$ cat src/packet_class_port_scan_detector_assert.svh
// Assertion macros for the packet classifier and port scan detector.
`ifndef PACKET_CLASS_PORT_SCAN_DETECTOR_ASSERT_SVH
`define PACKET_CLASS_PORT_SCAN_DETECTOR_ASSERT_SVH

// Same-cycle implication, off during reset.
`define PSD_ASSERT_IMPLIES(lbl, clk, rst, ante, cons) \
  lbl: assert property (@(posedge clk) disable iff (rst) (ante) |-> (cons)) \
    else $error("psd assertion failed");

// Next-cycle implication, off during reset.
`define PSD_ASSERT_NEXT(lbl, clk, rst, ante, cons) \
  lbl: assert property (@(posedge clk) disable iff (rst) (ante) |=> (cons)) \
    else $error("psd assertion failed");

`endif

$ cat src/psd_pkg.sv
// Shared types and constants of the packet classifier and port scan detector.
package psd_pkg;

  localparam int SOURCES_DEF = 64;
  localparam int PORTS_DEF   = 16;

  localparam logic [15:0] ETH_IPV4         = 16'h0800;
  localparam logic [15:0] ETH_ARP          = 16'h0806;
  localparam logic [7:0]  PROTO_TCP        = 8'd6;
  localparam logic [7:0]  PROTO_UDP        = 8'd17;
  localparam logic [15:0] PORT_DNS         = 16'd53;
  localparam logic [15:0] PORT_DHCP_SERVER = 16'd67;
  localparam logic [15:0] PORT_DHCP_CLIENT = 16'd68;
  localparam logic [3:0]  THRESHOLD_RESET  = 4'd10;
  localparam logic [4:0]  PORTS_FIELD_MAX  = 5'd31;

  localparam logic [1:0] CLASS_OTHER = 2'd0;
  localparam logic [1:0] CLASS_TCP   = 2'd1;
  localparam logic [1:0] CLASS_UDP   = 2'd2;
  localparam logic [1:0] CLASS_ARP   = 2'd3;

  typedef struct packed {
    logic [15:0] eth_type;
    logic [7:0]  ip_protocol;
    logic [31:0] source_address;
    logic [15:0] source_port;
    logic [15:0] dest_port;
  } packet_t;

  typedef struct packed {
    logic [1:0] packet_class;
    logic       dns_flag;
    logic       dhcp_flag;
    logic       scan_alert;
    logic [4:0] distinct_ports;
    logic       not_tracked;
  } result_t;

endpackage

$ cat src/psd_cell.sv
// One source table cell: holds an entry and passes the search token to its neighbor.
module psd_cell #(
  parameter int SOURCES          = psd_pkg::SOURCES_DEF,
  parameter int PORTS_PER_SOURCE = psd_pkg::PORTS_DEF,
  parameter int INDEX            = 0
) (
  input  logic                                 clk,
  input  logic                                 rst,
  input  logic [31:0]                          key,
  input  logic [$clog2(SOURCES+1)-1:0]         fill,
  input  logic                                 wr_en,
  input  logic [$clog2(SOURCES)-1:0]           wr_idx,
  input  logic [31:0]                          wr_source,
  input  logic [$clog2(PORTS_PER_SOURCE+1)-1:0] wr_count,
  input  logic                                 hit_in,
  input  logic [$clog2(SOURCES)-1:0]           idx_in,
  input  logic [$clog2(PORTS_PER_SOURCE+1)-1:0] count_in,
  output logic                                 hit_out,
  output logic [$clog2(SOURCES)-1:0]           idx_out,
  output logic [$clog2(PORTS_PER_SOURCE+1)-1:0] count_out
);

  localparam int IDX_W  = $clog2(SOURCES);
  localparam int FILL_W = $clog2(SOURCES + 1);
  localparam int CNT_W  = $clog2(PORTS_PER_SOURCE + 1);

  logic [31:0]      source;
  logic [CNT_W-1:0] count;
  logic             match;

  always_ff @(posedge clk) begin
    if (wr_en && wr_idx == IDX_W'(INDEX)) begin
      source <= wr_source;
      count  <= wr_count;
    end
  end

  // Entries are allocated in order, so the fill count marks which are live.
  assign match = (FILL_W'(INDEX) < fill) && (source == key);

  always_ff @(posedge clk) begin
    if (rst) begin
      hit_out <= 1'b0;
    end else begin
      hit_out <= hit_in | match;
    end
  end

  always_ff @(posedge clk) begin
    if (!hit_in && match) begin
      idx_out   <= IDX_W'(INDEX);
      count_out <= count;
    end else begin
      idx_out   <= idx_in;
      count_out <= count_in;
    end
  end

endmodule

$ cat config.mk
export PLATFORM = sky130hd
export DESIGN_NAME = psd_cell
export DESIGN_NICKNAME = d
export VERILOG_FILES = /design/src/packet_class_port_scan_detector_assert.svh /design/src/psd_pkg.sv /design/src/psd_cell.sv
export SDC_FILE = /design/constraint.sdc
export NUM_CORES = 1
export LEC_CHECK = 0
export BUFFER_PORTS_ARGS = -buffer_cell sky130_fd_sc_hd__buf_2
export CORE_ASPECT_RATIO = 1.2
export CORE_MARGIN = 1.5
export CORE_UTILIZATION = 43
export DETAILED_ROUTE_END_ITERATION = 10
export HOLD_SLACK_MARGIN = 0.05
export PLACE_DENSITY = 0.83
export REMOVE_ABC_BUFFERS = 1
export SLEW_MARGIN = 20
export SYNTH_ARGS = -nofsm -noshare
export SYNTH_HDL_FRONTEND = slang
export SYNTH_SLANG_ARGS = --single-unit
$ cat constraint.sdc
create_clock -name clk -period 5.6 [get_ports clk]
set_clock_uncertainty 0.1 [all_clocks]
set_input_delay 0.28 -clock clk [delete_from_list [all_inputs] [get_ports clk]]
set_output_delay 0.28 -clock clk [all_outputs]
set_load 0.02 [all_outputs]
==> impl_metrics.ini <==
[synth]
ys_top_cells_by_area = edfxtp_1, dfxtp_1, xnor2_1, mux2_4, and2_2
synthesis.area_sq_um = 1947
synthCells = 121
synthMuxAreaShare = 0.03663
yosys_warnings = 0
synth.top_cell.area_share = 0.5707
syn-mean-instance-area_sq_um = 16.09
synth-adder-area-share = 0
ys_ff_latch = 49
synthTopCellsByCount = edfxtp_1, xnor2_1, dfxtp_1
synth-simple-area-share = 0.1189
synth-edff-count = 37
synth_flop_cell = edfxtp_1
synth_area_leader_cell = edfxtp_1
yosysUniqueCellTypes = 24
synth-seq-area-share = 0.6941
synth_xor_area_frac = 0.1080
post-synth-top-count-cell = edfxtp_1
synth-compound-area-share = 0.02506
synth_top_family_by_area = simple AND/OR/NAND/NOR gates
async_flop_share = 0

[grt]
grt_max_degree = 38
grt_pass1_wl_um = 6348
grt_use_total = 0.1706
grt_pass1_vias = 1452
grt-ovfl-total = 0
antenna_found_initial = 0

[finish]
post-route-util = 0.6751
area_delta_synth_final_pct = 48.91
final_nets = 358
final_area_sq_um = 2899
antenna_cells = 0
fillers = 326
drive_gt1_frac = 0.5115

[floorplanning]
start_util = 0.4534
ioPinCount = 109
num_rows = 26
die_width_um = 64.43
dieArea_sq_um = 4942
core_area_sq_um = 4294
die_y_um = 76.71

[cts]
cts-root-buf = clkbuf_8
post_cts_buffers = 0
htreeDepth = 2
clk_pin_slew_worst_paths_ns = 0.09
cts_tree = done
cts_made_buffers = 5
clk_latency_ns = 0.29
cts_max_path_buffers = 2
cts.sinks = 49

[worst_setup_path]
crit_type = reg -> reg
critPathRequiredTime_ns = 5.69
cp-endpoint = count_out[0]$_DFF_P_
crit_start = source[2]$_DFFE_PP_
r2r-start = source[2]$_DFFE_PP_
cp.depth = 5
cp_slowest_cell = nor4_1
worstReg2RegEnd = count_out[0]$_DFF_P_
cpPeakStageDelay_ns = 0.54
path_max_fanout = 11
worstSetupStartpointType = flip-flop
path_cells = or2b_2, o2111ai_1, nor4_1, nand4_2, mux2_4
r2r_cells = 5
critical_path.top_delay_family = simple AND/OR/NAND/NOR gates
crit_buf_inv = 0
critPathCaptureType = flip-flop
reg2reg_slack_ns = 3.28
arrival_ns = 2.41

[detailed_routing]
vias_per_cell = 4.550
vias = 1447
drt-initial-drc-count = 30
firstDrtPassIters = 4
drc = 0
drt-total-wl_um = 4284
wl_per_cell_um = 13.47
ant_nets = 0

[placed_design]
placed_cell_area_sq_um = 2560
dp_slack_ns = 3.283
gp_congestion = 0.6902
dp_hpwl_um = 3182
io_buffers = 108

[power_and_ir_drop]
pwr-share-clk = 0.298
netSwitchingPower_uw = 145.3
power.density_nw_per_um2 = 234.8
p_comb_frac = 0.118
p_int_uw = 535.4
power_leakage_uw = 0.001231
ir_drop_mv = 0.1748
sw_frac_of_total = 0.2135
seqPwrFrac = 0.584

[timing]
fin_ws_ns = 3.279
setup_tns_ns = 0
tightest_slew_ns = 0.5371
finalMaxSlewViolations = 0
setup_viol_count_final = 0
period_needed_ns = 2.321
maxSlewHeadroom = 0.6387
hold_viol_final = 0
fin_crit_sh = 0.4144
max_freq_mhz = 430.9
rsz0062_at_grt = no
whs_ns = 0.06023

[hold_path]
hold_class = in -> reg
min_from = wr_source[1]

[run]
maxCapViolations = 0

[status]
status = complete, no violations
## repair_timing
action                     4_1_cts  5_1_grt
setup endpoints to repair        0        0
hold buffers                    19        6
resized for setup                0        0
hold endpoints to repair        19        6
## layout by cell type (no fill, tap or decap), types with 3 or more instances in the layout
cell           synthesis  final
and2_2                 6      6
buf_2                  0    108
clkbuf_8               0      5
dfxtp_1               12     12
dlygate4sd3_1          0     25
edfxtp_1              37     37
inv_1                  6      6
mux2_4                 4      4
nand4_1                6      6
nor2b_1                4      4
nor4_1                 4      3
xnor2_1               24     24
## logic make-up (layout without fill, tap and decap cells)
family                 after synthesis  after routing
buffers and inverters                7            148
flip-flops                          49             49
XOR/XNOR                            24             24
AO/OA/AOI/OAI                        6              6
multiplexers                         5              5
AND/OR/NAND/NOR                     30             30
## area by class of cell
cell class	instances	area, sq um	share of cell area
clock buffers	5	68.82	0.02374
clock inverters	3	20.02	0.006905
inverters	6	22.52	0.007769
multi-input cells	65	568.0	0.1959
flip-flops and latches	49	1351	0.4661
well taps	56	70.07	0.02417
repair buffers	134	798.3	0.2754
## state kept, by name (all words and copies together) (netlist names)
| name | cells |
|---|---|
| source | 32 |
| idx_out | 6 |
| count | 5 |
| count_out | 5 |
| hit_out | 1 |
## stage by stage
stage               instances  power [uW]
floorplan                 120       430.9
global placement          285       470.6
detailed placement        285       473.0
CTS                       312       684.8
global route              318       706.9
finish                    318       680.7
## worst min-delay path by stage
stage                                 to  slack [ns]  cells after the start
floorplan             hit_out$_SDFF_PP0_        0.25                      1
global placement      hit_out$_SDFF_PP0_        0.35                      2
detailed placement    hit_out$_SDFF_PP0_        0.35                      2
global route          count[0]$_DFFE_PP_        0.05                      1
CTS                 source[17]$_DFFE_PP_        0.05                      1
finish               source[1]$_DFFE_PP_        0.06                      1
## power groups by stage
stage | Clock, uW | Sequential, uW | Combinational (uW)
after floorplan | 0 | 412 | 18.7
after global placement | 0 | 406 | 64.6
after detailed placement | 0 | 406 | 66.8
after CTS | 210 | 398 | 77.4
after global routing | 221 | 398 | 87.2
final | 203 | 398 | 80.5
## routing by layer
layer | GRT usage | up-vias | part of all wire
met1 | 0.1680 | 660 | 0.35
met5 | 0 | - | 0
met2 | 0.3427 | 58 | 0.59
met4 | 0.07234 | 0 | 0.021
met3 | 0.02199 | 8 | 0.039
li1 | - | 721 | -
## worst register-to-register path, delay by kind of cell, from the launching register on
kind            cells  cell delay [ns]
compound gates      1             0.12
flops               1             0.44
mux                 1             0.41
simple gates        3             1.15
(Power assumes the default switching activity.)
